[src/rtl/sigmoidal_angle_grading_transform_macros.svh]
// Assertion macros shared by the grading transform RTL.
`ifndef SIGMOIDAL_ANGLE_GRADING_TRANSFORM_MACROS_SVH
`define SIGMOIDAL_ANGLE_GRADING_TRANSFORM_MACROS_SVH
`ifndef SYNTHESIS
// Same-cycle implication, disabled in reset.
`define SAGT_ASSERT_IMP(label, clk, rst_n, ante, cons) \
  label: assert property (@(posedge clk) disable iff (!rst_n) (ante) |-> (cons)) \
    else $error("sagt assertion failed");
// Next-cycle implication, disabled in reset.
`define SAGT_ASSERT_NXT(label, clk, rst_n, ante, cons) \
  label: assert property (@(posedge clk) disable iff (!rst_n) (ante) |=> (cons)) \
    else $error("sagt assertion failed");
`else
`define SAGT_ASSERT_IMP(label, clk, rst_n, ante, cons)
`define SAGT_ASSERT_NXT(label, clk, rst_n, ante, cons)
`endif
`endif

[src/rtl/sagt_pkg.sv]
// Package: types and constants of the grading transform.
`timescale 1ns / 1ps
`default_nettype none
package sagt_pkg;

  localparam int GRADING_ORDER = 8;

  // Q.30 and Q5.27 constants
  localparam longint ONE_L  = 64'sd1073741824;
  localparam longint B_L    = ONE_L / GRADING_ORDER;
  localparam longint A_L    = ONE_L / 2 - B_L;

  localparam logic [30:0] ONE_Q30  = 31'(ONE_L);
  localparam logic [29:0] HALF_Q30 = 30'(ONE_L / 2);
  localparam logic [30:0] B_COEF   = 31'(B_L);
  localparam logic [30:0] A_COEF   = 31'(A_L);
  localparam logic [31:0] A3_COEF  = 32'(3 * A_L);

  localparam logic [29:0] PI_Q     = 30'd421657428;
  localparam logic [29:0] TWO_PI_Q = 30'd843314856;
  localparam logic signed [31:0] TWO_PI_S  = 32'sd843314856;
  localparam logic signed [31:0] ANGLE_MIN = -32'sd843314856;
  localparam logic signed [31:0] ANGLE_MAX = 32'sd1686629711;
  localparam logic [31:0] RESULT_MAX = 32'h7FFF_FFFF;

  // 2^59 / pi rounded up; estimate of |s - pi| * 2^30 / pi is off by at most one
  localparam longint RECIP_L  = (longint'(1) <<< 59) / 421657428 + 1;
  localparam logic [30:0] U_RECIP = 31'(RECIP_L);

  // divider: one quotient bit per stage, plus an input stage
  localparam int DIV_QBITS = 32;
  localparam int NPOW      = GRADING_ORDER - 1;

  // front 5, cubic 4, two dividers, powers + operand prep, output reg
  localparam int SAGT_LATENCY = 5 + 4 + 2 * (DIV_QBITS + 1) + NPOW + 2 + 1;

  typedef enum logic [1:0] {
    FOLD_NONE,
    FOLD_UP,
    FOLD_DOWN
  } sagt_fold_t;

  typedef struct packed {
    logic signed [31:0] angle;
    logic               func;
  } sagt_in_t;

  typedef struct packed {
    logic signed [31:0] result;
    logic               clamped;
  } sagt_out_t;

  // sideband that rides along the pipe
  typedef struct packed {
    logic        func;
    logic        clamped;
    sagt_fold_t  fold;
    logic        neg;
    logic        le;
    logic [30:0] mx;
    logic [31:0] dvdu;
  } sagt_ctx_t;

endpackage
`default_nettype wire

[src/rtl/sagt_vcalc.sv]
// Cubic v(u), its slope, and the max/min split for the ratio divide.
`timescale 1ns / 1ps
`default_nettype none
`include "sigmoidal_angle_grading_transform_macros.svh"
module sagt_vcalc import sagt_pkg::*; (
  input  logic                 clk,
  input  logic                 rst_n,
  input  logic                 i_valid,
  input  logic [DIV_QBITS-1:0] i_quo,
  input  sagt_ctx_t            i_ctx,
  output logic                 o_valid,
  output logic [63:0]          o_num,
  output logic [32:0]          o_den,
  output sagt_ctx_t            o_ctx
);

  logic               v1_r, v2_r, v3_r, v4_r;
  logic [30:0]        uabs;
  logic [61:0]        p_uu, p_bu, p_u3, p_au;
  logic [62:0]        p_dv;
  logic [30:0]        u1_r, u2_1_r, tb1_r;
  logic [30:0]        u3_2_r, tb2_r;
  logic [30:0]        ta3_r, tb3_r;
  sagt_ctx_t          c1_r, c2_r, c3_r, c4_r, c2_nxt, c4_nxt;
  logic [31:0]        mag;
  logic signed [33:0] vs_w;
  logic [30:0]        vs, vt, mx4_r, mn4_r;

  assign uabs = i_quo[30:0];
  assign p_uu = 62'(uabs) * 62'(uabs);
  assign p_bu = 62'(B_COEF) * 62'(uabs);

  // stage 2: u^3 and dv/du
  assign p_u3 = 62'(u2_1_r) * 62'(u1_r);
  assign p_dv = 63'(A3_COEF) * 63'(u2_1_r);
  always_comb begin
    c2_nxt      = c1_r;
    c2_nxt.dvdu = 32'(p_dv[62:30]) + 32'(B_COEF);
  end

  // stage 3: A*u^3
  assign p_au = 62'(A_COEF) * 62'(u3_2_r);

  // stage 4: vs, saturated, and the split
  always_comb begin
    mag = {1'b0, ta3_r} + {1'b0, tb3_r};
    if (c3_r.neg) begin
      vs_w = $signed({4'b0, HALF_Q30}) - $signed({2'b0, mag});
    end else begin
      vs_w = $signed({4'b0, HALF_Q30}) + $signed({2'b0, mag});
    end
    priority if (vs_w < 0) begin
      vs = '0;
    end else if (vs_w > $signed({3'b0, ONE_Q30})) begin
      vs = ONE_Q30;
    end else begin
      vs = vs_w[30:0];
    end
    vt        = ONE_Q30 - vs;
    c4_nxt    = c3_r;
    c4_nxt.le = (vs <= vt);
    c4_nxt.mx = (vs > vt) ? vs : vt;
  end

  always_ff @(posedge clk) begin
    if (!rst_n) begin
      v1_r <= 1'b0;
      v2_r <= 1'b0;
      v3_r <= 1'b0;
      v4_r <= 1'b0;
    end else begin
      v1_r <= i_valid;
      v2_r <= v1_r;
      v3_r <= v2_r;
      v4_r <= v3_r;
    end
  end

  always_ff @(posedge clk) begin
    u1_r   <= uabs;
    u2_1_r <= p_uu[60:30];
    tb1_r  <= p_bu[60:30];
    c1_r   <= i_ctx;
    u3_2_r <= p_u3[60:30];
    tb2_r  <= tb1_r;
    c2_r   <= c2_nxt;
    ta3_r  <= p_au[60:30];
    tb3_r  <= tb2_r;
    c3_r   <= c2_r;
    mx4_r  <= (vs > vt) ? vs : vt;
    mn4_r  <= (vs > vt) ? vt : vs;
    c4_r   <= c4_nxt;
  end

  assign o_valid = v4_r;
  assign o_num   = {3'b0, mn4_r, 30'b0};
  assign o_den   = {2'b0, mx4_r};
  assign o_ctx   = c4_r;

  `SAGT_ASSERT_IMP(a_mx_range, clk, rst_n, v4_r, (mx4_r >= 31'(HALF_Q30)) && (mx4_r <= ONE_Q30) && (mn4_r <= mx4_r))

endmodule
`default_nettype wire

[config.mk]
export PLATFORM = sky130hd
export DESIGN_NAME = sagt_vcalc
export DESIGN_NICKNAME = d
export VERILOG_FILES = /design/src/rtl/sagt_pkg.sv /design/src/rtl/sagt_vcalc.sv
export VERILOG_INCLUDE_DIRS = /design/src /design/src/rtl
export SDC_FILE = /design/constraint.sdc
export NUM_CORES = 2
export LEC_CHECK = 0
export ABC_AREA = 1
export BUFFER_PORTS_ARGS = -buffer_cell sky130_fd_sc_hd__buf_4
export CAP_MARGIN = 20
export CORE_MARGIN = 2
export CORE_UTILIZATION = 35
export DETAILED_ROUTE_END_ITERATION = 12
export GPL_TIMING_DRIVEN = 0
export MAX_ROUTING_LAYER = met4
export SYNTH_ARGS = -nofsm -noshare
export SYNTH_HDL_FRONTEND = slang
export SYNTH_SLANG_ARGS = --single-unit
[constraint.sdc]
create_clock -name clk -period 13.31 [get_ports clk]
set_input_delay 3.3275 -clock clk [delete_from_list [all_inputs] [get_ports clk]]
set_output_delay 3.3275 -clock clk [all_outputs]
set_load 0.01 [all_outputs]
==> results.yml <==
route:
  routedWlPerCell_um: 20.3
  via_per_inst: 4.75
  num_vias: 57350
  drc: 0
  postRouteAntennaNets: 0
  first_pass_iters: 6
  drt_iter0_markers: 3929
  wl_mm: 244
synthesis:
  synth-seq-cells: 361
  synth_top_area_cell: "fa_1"
  synth-main-ff-cell: "dfxtp_1"
  yosys_warnings: 0
  post_synth.cell_area_avg_um2: 8.20
  synth_cell_types: 54
  yosysSeqAreaShare_pct: 9.82
  synth.area.top_cells: "fa_1, inv_1, nand2_1"
  synth_area_um2: 73600
  synth_edf_count: 0
  synthCells: 8971
  synth_top_cell_area_share_pct: 43.1
  ys_async_sr_fraction_pct: 0
setup_path:
  crit_required_ns: 13.82
  crit_fanout: 10
  cp_common_cell: "fa_1"
  critical-path-top-delay-family: "adder cells"
  critPathKind: "input port to flip-flop"
  endpoint_kind: "flip-flop"
  crit_slowest_cell: "clkbuf_1"
  cp-start-kind: "input port"
  critPathMaxStageDelay_ns: 0.88
  path_buf_inv: 10
  crit_arrival_ns: 12.60
run_status:
  outcome: "completed"
sta:
  fin_crit_sh_pct: 90.9
  slew-limit-headroom_pct: 17.2
  setup_violations: 0
  worst_pin_slew_ns: 1.24
  holdWs_ns: 0.309
  hold_viol_final: 0
  finalCriticalPeriod_ns: 12.10
  slew_viol_final: 0
  fmax_ghz: 0.0827
  finClkSkew_ns: 0.0272
  grt_setup_unrepaired: "no"
  setup_tns_ns: 0
placement:
  placed_area_um2: 78600
  port_buffers: 170
  gp_congestion: 0.998
  hpwl_mm: 211
clock_tree:
  cts-root-buf: "clkbuf_16"
  postCtsSetupBuffers: 0
  cts_buffers: 42
  cts.path.max_buffers: 3
  clock_latency_ns: 0.62
  cts_tree: "built"
  clkTransAtPathRegs_ns: 0.06
  clock-sinks: 361
  postCtsHoldBufs: 0
  htree_levels: 2
  cts_resized: 0
floorplanning:
  die_x_um: 463
  start_util_pct: 35.1
  core_um2: 209000
  dieArea_um2: 214000
  die-height_um: 463
  io_pins: 271
  rows: 168
worst_hold_path:
  hold_class: "flip-flop to flip-flop"
finish:
  layout_commonest_cell: "inv_1"
  layout_common_cells: "inv_1, nand2_1, fa_1"
  drive_above_1_share_pct: 4.47
  ff_latch_area_um2: 7230
  finalNetCount: 11559
  area_delta_synth_final_pct: 8.86
  num-fill-cells: 21722
  design_area_um2: 80100
  multi_input_area_um2: 55100
global_routing:
  grt_pass1_vias: 62117
  grt_start_max_net_pins: 16
  gr-usage-all-layers_pct: 23.7
  grt_pass1_wl_mm: 373
  gr-total-overflow: 0
  antenna_found_initial: 11
flow_run:
  drv_cap: 0
==> final timing paths <==
check / startpoint / endpoint / slack (ns) / cells after the start
max: i_quo[13] / u2_1_r[30] / 1.21 / 30
min reg2reg: c3_r[2] / o_ctx[2] / 0.31 / 0
min: c3_r[2] / o_ctx[2] / 0.31 / 0
max reg2reg: u2_1_r[1] / u3_2_r[28] / 3.25 / 32
==> per-layer routing <==
layer  global-route usage (%)  up-vias  part of all wire [%]
li1                         -    26103                     -
met1                     27.9    28536                    39
met2                     40.1     2212                    49
met3                     3.27      499                   7.1
met4                     10.9        0                   5.7
met5                        -        -                     0
==> area by class of cell <==
cell class	count	area share [%]
antenna	6	0.0187
inverter	2556	12.0
buffer	379	2.21
clock inverter	22	0.408
tap	2805	4.38
clock buffer	53	1.44
timing repair buffer	178	1.73
sequential	361	9.02
multi-input combinational	5709	68.8
==> cell families after synthesis <==
family          Yosys count  share of synthesized area, %
simple gates           2841                          15.3
buf+inv                2935                          15.4
xor+xnor                174                          2.07
flops                   361                          9.82
fa+ha+maj              2228                          54.1
compound gates          431                          3.29
other cells               1                       0.00510
==> per-stage QoR <==
stage	utilization (%)	setup slack, ns	instances
2_1_floorplan	-	3.07	9005
3_3_place_gp	37.5	0.0300	11980
3_5_place_dp	37.5	0.703	11988
4_1_cts	38.3	1.34	12063
5_1_grt	38.3	1.08	12067
6_report	38.3	1.21	12069
==> sequential cells by signal, summed over array words and instances (netlist names) <==
name	flops
o_ctx	68
v2_r	1
u1_r	30
tb3_r	28
tb1_r	1
v3_r	1
o_valid	1
v1_r	1
c3_r	37
c1_r	5
u3_2_r	31
c2_r	37
tb2_r	28
mn4_r	31
ta3_r	30
u2_1_r	31
==> worst register-to-register path: cells and delay by family (launching register included) <==
family / cells / cell delay, ns
XOR/XNOR: 1 / 0.19
flip-flops: 1 / 0.68
buffers and inverters: 7 / 1.76
AO/OA/AOI/OAI: 6 / 2.01
AND/OR/NAND/NOR: 9 / 1.27
adder cells (fa/ha/maj): 9 / 3.99
==> Yosys cell counts (5+ instances only) <==
| cell | number |
|---|---|
| inv_1 | 2542 |
| nand2_1 | 2257 |
| fa_1 | 1586 |
| ha_1 | 642 |
| dfxtp_1 | 361 |
| clkbuf_1 | 281 |
| nor2_1 | 271 |
| a21oi_1 | 219 |
| nand3_1 | 204 |
| xor2_1 | 116 |
| o21ai_0 | 106 |
| buf_4 | 71 |
| xnor2_1 | 58 |
| a31oi_1 | 27 |
| nand4_1 | 26 |
| nand2_2 | 17 |
| nor2_2 | 16 |
| a21o_1 | 13 |
| inv_2 | 11 |
| nor3_1 | 11 |
| o21bai_1 | 11 |
| buf_2 | 10 |
| buf_1 | 9 |
| o21a_1 | 8 |
| nand3b_1 | 7 |
| o21ai_2 | 7 |
| nor4_1 | 6 |
| or2_2 | 6 |
| a21boi_0 | 5 |
| buf_6 | 5 |
| nor3_2 | 5 |
| o211ai_1 | 5 |
| o21ai_1 | 5 |
Power is left out: the tool's default activity adds up to more than one toggle a clock period on the data nets, which glitch-free logic cannot reach.
