[config.mk]
export PLATFORM = sky130hd
export DESIGN_NAME = sagt_front
export DESIGN_NICKNAME = d
export VERILOG_FILES = /design/src/rtl/sagt_pkg.sv /design/src/rtl/sagt_front.sv
export VERILOG_INCLUDE_DIRS = /design/src /design/src/rtl
export SDC_FILE = /design/constraint.sdc
export NUM_CORES = 2
export LEC_CHECK = 0
export ABC_AREA = 1
export BUFFER_PORTS_ARGS = -buffer_cell sky130_fd_sc_hd__buf_4
export CAP_MARGIN = 20
export CORE_UTILIZATION = 60
export CTS_CLUSTER_SIZE = 10
export DETAILED_ROUTE_END_ITERATION = 16
export PLACE_DENSITY = 0.75
export SKIP_LAST_GASP = 1
export SLEW_MARGIN = 20
export SYNTH_ARGS = -nofsm -noshare
export SYNTH_HDL_FRONTEND = slang
export SYNTH_SLANG_ARGS = --single-unit
[constraint.sdc]
create_clock -name clk -period 22.1 [get_ports clk]
set_clock_uncertainty 0.05 [all_clocks]
set_input_delay 4.42 -clock clk [delete_from_list [all_inputs] [get_ports clk]]
set_output_delay 4.42 -clock clk [all_outputs]
set_load 0.02 [all_outputs]
[src/rtl/sigmoidal_angle_grading_transform_macros.svh]
// Assertion macros shared by the grading transform RTL.
`ifndef SIGMOIDAL_ANGLE_GRADING_TRANSFORM_MACROS_SVH
`define SIGMOIDAL_ANGLE_GRADING_TRANSFORM_MACROS_SVH
`ifndef SYNTHESIS
// Same-cycle implication, disabled in reset.
`define SAGT_ASSERT_IMP(label, clk, rst_n, ante, cons) \
  label: assert property (@(posedge clk) disable iff (!rst_n) (ante) |-> (cons)) \
    else $error("sagt assertion failed");
// Next-cycle implication, disabled in reset.
`define SAGT_ASSERT_NXT(label, clk, rst_n, ante, cons) \
  label: assert property (@(posedge clk) disable iff (!rst_n) (ante) |=> (cons)) \
    else $error("sagt assertion failed");
`else
`define SAGT_ASSERT_IMP(label, clk, rst_n, ante, cons)
`define SAGT_ASSERT_NXT(label, clk, rst_n, ante, cons)
`endif
`endif

[src/rtl/sagt_pkg.sv]
// Package: types and constants of the grading transform.
`timescale 1ns / 1ps
`default_nettype none
package sagt_pkg;

  localparam int GRADING_ORDER = 8;

  // Q.30 and Q5.27 constants
  localparam longint ONE_L  = 64'sd1073741824;
  localparam longint B_L    = ONE_L / GRADING_ORDER;
  localparam longint A_L    = ONE_L / 2 - B_L;

  localparam logic [30:0] ONE_Q30  = 31'(ONE_L);
  localparam logic [29:0] HALF_Q30 = 30'(ONE_L / 2);
  localparam logic [30:0] B_COEF   = 31'(B_L);
  localparam logic [30:0] A_COEF   = 31'(A_L);
  localparam logic [31:0] A3_COEF  = 32'(3 * A_L);

  localparam logic [29:0] PI_Q     = 30'd421657428;
  localparam logic [29:0] TWO_PI_Q = 30'd843314856;
  localparam logic signed [31:0] TWO_PI_S  = 32'sd843314856;
  localparam logic signed [31:0] ANGLE_MIN = -32'sd843314856;
  localparam logic signed [31:0] ANGLE_MAX = 32'sd1686629711;
  localparam logic [31:0] RESULT_MAX = 32'h7FFF_FFFF;

  // 2^59 / pi rounded up; estimate of |s - pi| * 2^30 / pi is off by at most one
  localparam longint RECIP_L  = (longint'(1) <<< 59) / 421657428 + 1;
  localparam logic [30:0] U_RECIP = 31'(RECIP_L);

  // divider: one quotient bit per stage, plus an input stage
  localparam int DIV_QBITS = 32;
  localparam int NPOW      = GRADING_ORDER - 1;

  // front 5, cubic 4, two dividers, powers + operand prep, output reg
  localparam int SAGT_LATENCY = 5 + 4 + 2 * (DIV_QBITS + 1) + NPOW + 2 + 1;

  typedef enum logic [1:0] {
    FOLD_NONE,
    FOLD_UP,
    FOLD_DOWN
  } sagt_fold_t;

  typedef struct packed {
    logic signed [31:0] angle;
    logic               func;
  } sagt_in_t;

  typedef struct packed {
    logic signed [31:0] result;
    logic               clamped;
  } sagt_out_t;

  // sideband that rides along the pipe
  typedef struct packed {
    logic        func;
    logic        clamped;
    sagt_fold_t  fold;
    logic        neg;
    logic        le;
    logic [30:0] mx;
    logic [31:0] dvdu;
  } sagt_ctx_t;

endpackage
`default_nettype wire

[src/rtl/sagt_front.sv]
// Front end: clamp, fold into [0,2pi), scaled offset magnitude u from pi.
`timescale 1ns / 1ps
`default_nettype none
`include "sigmoidal_angle_grading_transform_macros.svh"
module sagt_front import sagt_pkg::*; (
  input  logic                 clk,
  input  logic                 rst_n,
  input  logic                 i_valid,
  input  sagt_in_t             i_data,
  output logic                 o_valid,
  output logic [DIV_QBITS-1:0] o_u,
  output sagt_ctx_t            o_ctx
);

  logic               v1_r, v2_r, v3_r, v4_r, v5_r;
  logic signed [31:0] s1_r, s1_nxt;
  logic               cl1_nxt;
  sagt_ctx_t          c1_r, c2_r, c3_r, c1_nxt, c2_nxt, c3_nxt;
  sagt_ctx_t          c4_r, c5_r;
  logic [29:0]        s2_r, s2_nxt;
  logic [29:0]        mag3_r, mag3_nxt;
  logic signed [30:0] diff;
  logic [60:0]        p_est;
  logic [29:0]        mag4_r;
  logic [31:0]        q4_r;
  logic [61:0]        p_chk;
  logic               over;
  logic [31:0]        u5_r, u5_nxt;

  always_comb begin
    s1_nxt  = i_data.angle;
    cl1_nxt = 1'b0;
    priority if (i_data.angle < ANGLE_MIN) begin
      s1_nxt  = ANGLE_MIN;
      cl1_nxt = 1'b1;
    end else if (i_data.angle > ANGLE_MAX) begin
      s1_nxt  = ANGLE_MAX;
      cl1_nxt = 1'b1;
    end else begin
      s1_nxt  = i_data.angle;
    end
    c1_nxt         = '0;
    c1_nxt.func    = i_data.func;
    c1_nxt.clamped = cl1_nxt;
  end

  always_comb begin
    c2_nxt = c1_r;
    priority if (s1_r < 0) begin
      s2_nxt      = 30'(s1_r + TWO_PI_S);
      c2_nxt.fold = FOLD_UP;
    end else if (s1_r < TWO_PI_S) begin
      s2_nxt      = s1_r[29:0];
      c2_nxt.fold = FOLD_NONE;
    end else begin
      s2_nxt      = 30'(s1_r - TWO_PI_S);
      c2_nxt.fold = FOLD_DOWN;
    end
  end

  always_comb begin
    diff       = $signed({1'b0, s2_r}) - $signed({1'b0, PI_Q});
    c3_nxt     = c2_r;
    c3_nxt.neg = diff[30];
    mag3_nxt   = diff[30] ? 30'(-diff) : diff[29:0];
  end

  // u = floor(mag * 2^30 / pi): reciprocal estimate, then one correction step
  assign p_est = 61'(mag3_r) * 61'(U_RECIP);

  always_comb begin
    p_chk  = 62'(q4_r) * 62'(PI_Q);
    over   = (p_chk > 62'({mag4_r, 30'b0}));
    u5_nxt = q4_r - 32'(over);
  end

  always_ff @(posedge clk) begin
    if (!rst_n) begin
      v1_r <= 1'b0;
      v2_r <= 1'b0;
      v3_r <= 1'b0;
      v4_r <= 1'b0;
      v5_r <= 1'b0;
    end else begin
      v1_r <= i_valid;
      v2_r <= v1_r;
      v3_r <= v2_r;
      v4_r <= v3_r;
      v5_r <= v4_r;
    end
  end

  always_ff @(posedge clk) begin
    s1_r   <= s1_nxt;
    c1_r   <= c1_nxt;
    s2_r   <= s2_nxt;
    c2_r   <= c2_nxt;
    mag3_r <= mag3_nxt;
    c3_r   <= c3_nxt;
    mag4_r <= mag3_r;
    q4_r   <= p_est[60:29];
    c4_r   <= c3_r;
    u5_r   <= u5_nxt;
    c5_r   <= c4_r;
  end

  assign o_valid = v5_r;
  assign o_u     = u5_r;
  assign o_ctx   = c5_r;

  `SAGT_ASSERT_IMP(a_fold_range, clk, rst_n, v2_r, s2_r < TWO_PI_Q)
  `SAGT_ASSERT_NXT(a_front_flow, clk, rst_n, v1_r, v2_r)

endmodule
`default_nettype wire

==> metrics.md <==
| Metric | Value |
|---|---|
| Post-CTS Hold Buffers | `0` |
| Status | `finished clean` |
| Max-cap violation count | `0` |
| Die ar. | `70700 µm²` |
| Clock sinks | `212` |
| # rows | `96` |
| Synth warnings | `0` |
| Worst-case reg-to-reg path depth | `49` |
| CP Max Fanout | `9` |
| Clock Pin Slew Worst Setup and Hold Paths | `0.08 ns` |
| Post-Synth XOR/XNOR Area | `3.37%` |
| Gr usage total | `32.9%` |
| Final Max Tran Viols | `0` |
| Routed length per instance | `18.6 µm` |
| Area growth from synthesis to layout | `5.71%` |
| Largest net degree at the start of global routing | `24` |
| Main synth FF type | `dfxtp_1` |
| Via count | `31100` |
| Die H | `266 µm` |
| Nets | `6480` |
| CTS buffer count | `29` |
| Largest family of logic cells by synthesized area | `adder cells` |
| DR pass1 iterations | `5` |
| Slowest CP cell | `fa_1` |
| GP Congestion | `0.983` |
| WP data required | `22.55 ns` |
| Worst Setup Start Kind | `flip-flop` |
| Post-synthesis cell count | `4940` |
| Antenna Cells | `0` |
| Max stage delay on crit path | `0.69 ns` |
| Worst-Skew Late Latency | `0.62 ns` |
| Vias in the first global route | `33000` |
| # H-tree levels | `1` |
| Cell Area, Synth | `41800 µm²` |
| Mean Syn Cell Area | `8.46 µm²` |
| Area leader, netlist | `fa_1` |
| Crit. End Element | `flip-flop` |
| Fmax | `91.3 MHz` |
| Starting Density | `60.8%` |
| Synth Area in Simple Gates | `12.9%` |
| Synth Register Bits | `212` |
| Worst Hold Path Cells | `0` |
| # Post-CTS Setup Buffers | `0` |
| Final HPWL DP | `99800 µm` |
| Post-synth EDFFs | `0` |
| Io pins | `138` |
| DRT iter0 DRCs | `1797` |
| Final wirelength | `112000 µm` |
| Final ANT Viol Nets | `0` |
| Fin crit share | `49.6%` |
| Total gr overflow | `0` |
| TNS Setup | `0 ns` |
| Initial antenna violation count | `1` |
| First-pass GRT wire length | `178000 µm` |
| Post-synthesis sequential area ratio | `10.2%` |
| CTS Buffer Depth | `3` |
| Post_cts resized | `0` |
| Ratio of cells with drive above 1 in the final layout | `4.23%` |
| Post-Layout Cell Count | `5989` |
| PortBufs | `73` |
| Slew headroom | `37.8%` |
| Critical path class | `flip-flop to flip-flop` |
| Setup violators final | `0` |
| Most area-consuming cells after synthesis | `fa_1, ha_1, inv_1, dfxtp_1, nand2_1` |
| Mean number of vias per cell | `5.19` |
| WP data arrival | `11.41 ns` |
| DRC viols | `0` |
| Async set or reset register ratio after synthesis | `0%` |
| Root buffer cell | `clkbuf_16` |
| Placed insts | `5943` |
| Post-synthesis mux area share | `0%` |
| Fin crit period | `10.95 ns` |
| Synth Area in Adders | `53.8%` |
| Die width | `266 µm` |
| Slew @ Worst Pin | `0.931 ns` |
| Synth top area share | `31.7%` |
| Fin. Hold Viols | `0` |
| Unique masters post-synth | `64` |
| Complex-gate fraction of the synthesized area | `5.65%` |
| Hold WC Path Type | `flip-flop to flip-flop` |
| CTS tree | `done` |
| Total core area | `68700 µm²` |
| RSZ-0062 raised after global routing | `false` |
-- Yosys cell counts, types with 3 or more instances --
cell and n:
a21boi_0 9, a21o_1 16, a21oi_1 166, a221oi_1 4, a31oi_1 29, and3_1 6
buf_2 5, buf_4 64, buf_6 3, clkbuf_1 4, clkinv_1 3, dfxtp_1 212
fa_1 661, ha_1 740, inv_1 1401, inv_2 11, nand2_1 641, nand2_2 26
nand3_1 132, nand3_2 3, nand3b_1 8, nand4_1 51, nor2_1 316, nor2_2 17
nor2_4 5, nor3_1 33, nor4_1 15, o2111ai_1 4, o211ai_1 5, o21a_1 5
o21ai_0 114, o21ai_1 7, o21ai_2 4, o21bai_1 21, o22ai_1 5, or2_2 6
xnor2_1 30, xor2_1 125
-- flip-flops by register name, indices dropped and copies added (netlist names) --
register	count
c1_r	2
c2_r	4
c3_r	5
c4_r	5
mag3_r	30
mag4_r	30
o_ctx	5
o_u	32
o_valid	1
q4_r	32
s1_r	32
s2_r	30
v1_r	1
v2_r	1
v3_r	1
v4_r	1
-- kinds of logic after synthesis --
family | Yosys count
buffers and inverters | 1493
adders and majority gates | 1401
and+or+nand+nor | 1267
AOI/OAI and AO/OA | 408
DFF | 212
xor gates and xnor gates | 158
other | 1
-- layout by cell type (no fill, tap or decap), types with 6 or more instances in the layout --
| cell type | netlist | final |
|---|---|---|
| a31oi_1 | 29 | 29 |
| conb_1 | 1 | 64 |
| o21ai_0 | 114 | 114 |
| xnor2_1 | 30 | 30 |
| ha_1 | 740 | 740 |
| clkbuf_16 | 0 | 29 |
| and3_1 | 6 | 6 |
| nand2_2 | 26 | 26 |
| inv_1 | 1401 | 1401 |
| a21boi_0 | 9 | 9 |
| nor2_1 | 316 | 316 |
| o21bai_1 | 21 | 21 |
| dfxtp_1 | 212 | 212 |
| o21ai_1 | 7 | 7 |
| nand4_1 | 51 | 51 |
| a21o_1 | 16 | 16 |
| nor4_1 | 15 | 15 |
| xor2_1 | 125 | 125 |
| nand3_1 | 132 | 132 |
| a21oi_1 | 166 | 166 |
| nand3b_1 | 8 | 8 |
| or2_2 | 6 | 6 |
| buf_4 | 64 | 86 |
| nand2_1 | 641 | 641 |
| nor3_1 | 33 | 33 |
| inv_2 | 11 | 11 |
| fa_1 | 661 | 661 |
| nor2_2 | 17 | 17 |
-- area by class of cell --
cell class	count	area, µm²
multi-input combinational	3298	31900
fill	6003	24500
inverter	1416	5320
sequential	212	4240
tap	931	1160
clock buffer	36	772
timing repair buffer	86	646
clock inverter	10	128
-- per-stage QoR --
step / cell area (µm²) / hold slack [ns] / setup WS, ns / util (%)
global route: 44200 / 0.277 / 10.55 / 64.3
floorplan: 42000 / 0.260 / 13.35 / -
finish: 44200 / 0.274 / 11.15 / 64.3
CTS: 44200 / 0.275 / 11.14 / 64.3
global placement: 43300 / 0.261 / 11.17 / 63.0
detailed placement: 43300 / 0.262 / 11.18 / 63.0
-- path summary, 6_finish.rpt --
check / from / to / slack, ns
worst min register to register: c1_r[68] / c2_r[68] / 0.27
worst max-delay path: q4_r[9] / o_u[30] / 11.15
worst max register to register: q4_r[9] / o_u[30] / 11.15
worst min-delay path: c1_r[68] / c2_r[68] / 0.27
-- critical path: cells and delay by family, from the launching register on --
family / cells / cell delay, ns
compound gates: 3 / 0.77
xor+xnor: 2 / 0.40
fa+ha+maj: 11 / 4.65
buf+inv: 7 / 0.76
flops: 1 / 0.64
simple gates: 26 / 3.59
-- metal layers --
layer	global-route usage [%]	up-vias	share of wire, %
met5	0	-	0.018
met4	11.8	2	4.1
met3	4.33	232	5.7
met2	56.8	847	49
met1	42.1	14900	41
li1	-	15100	-
Power is not shown: default switching activity piles up to over one toggle a cycle in this logic, so the estimate is an artifact.
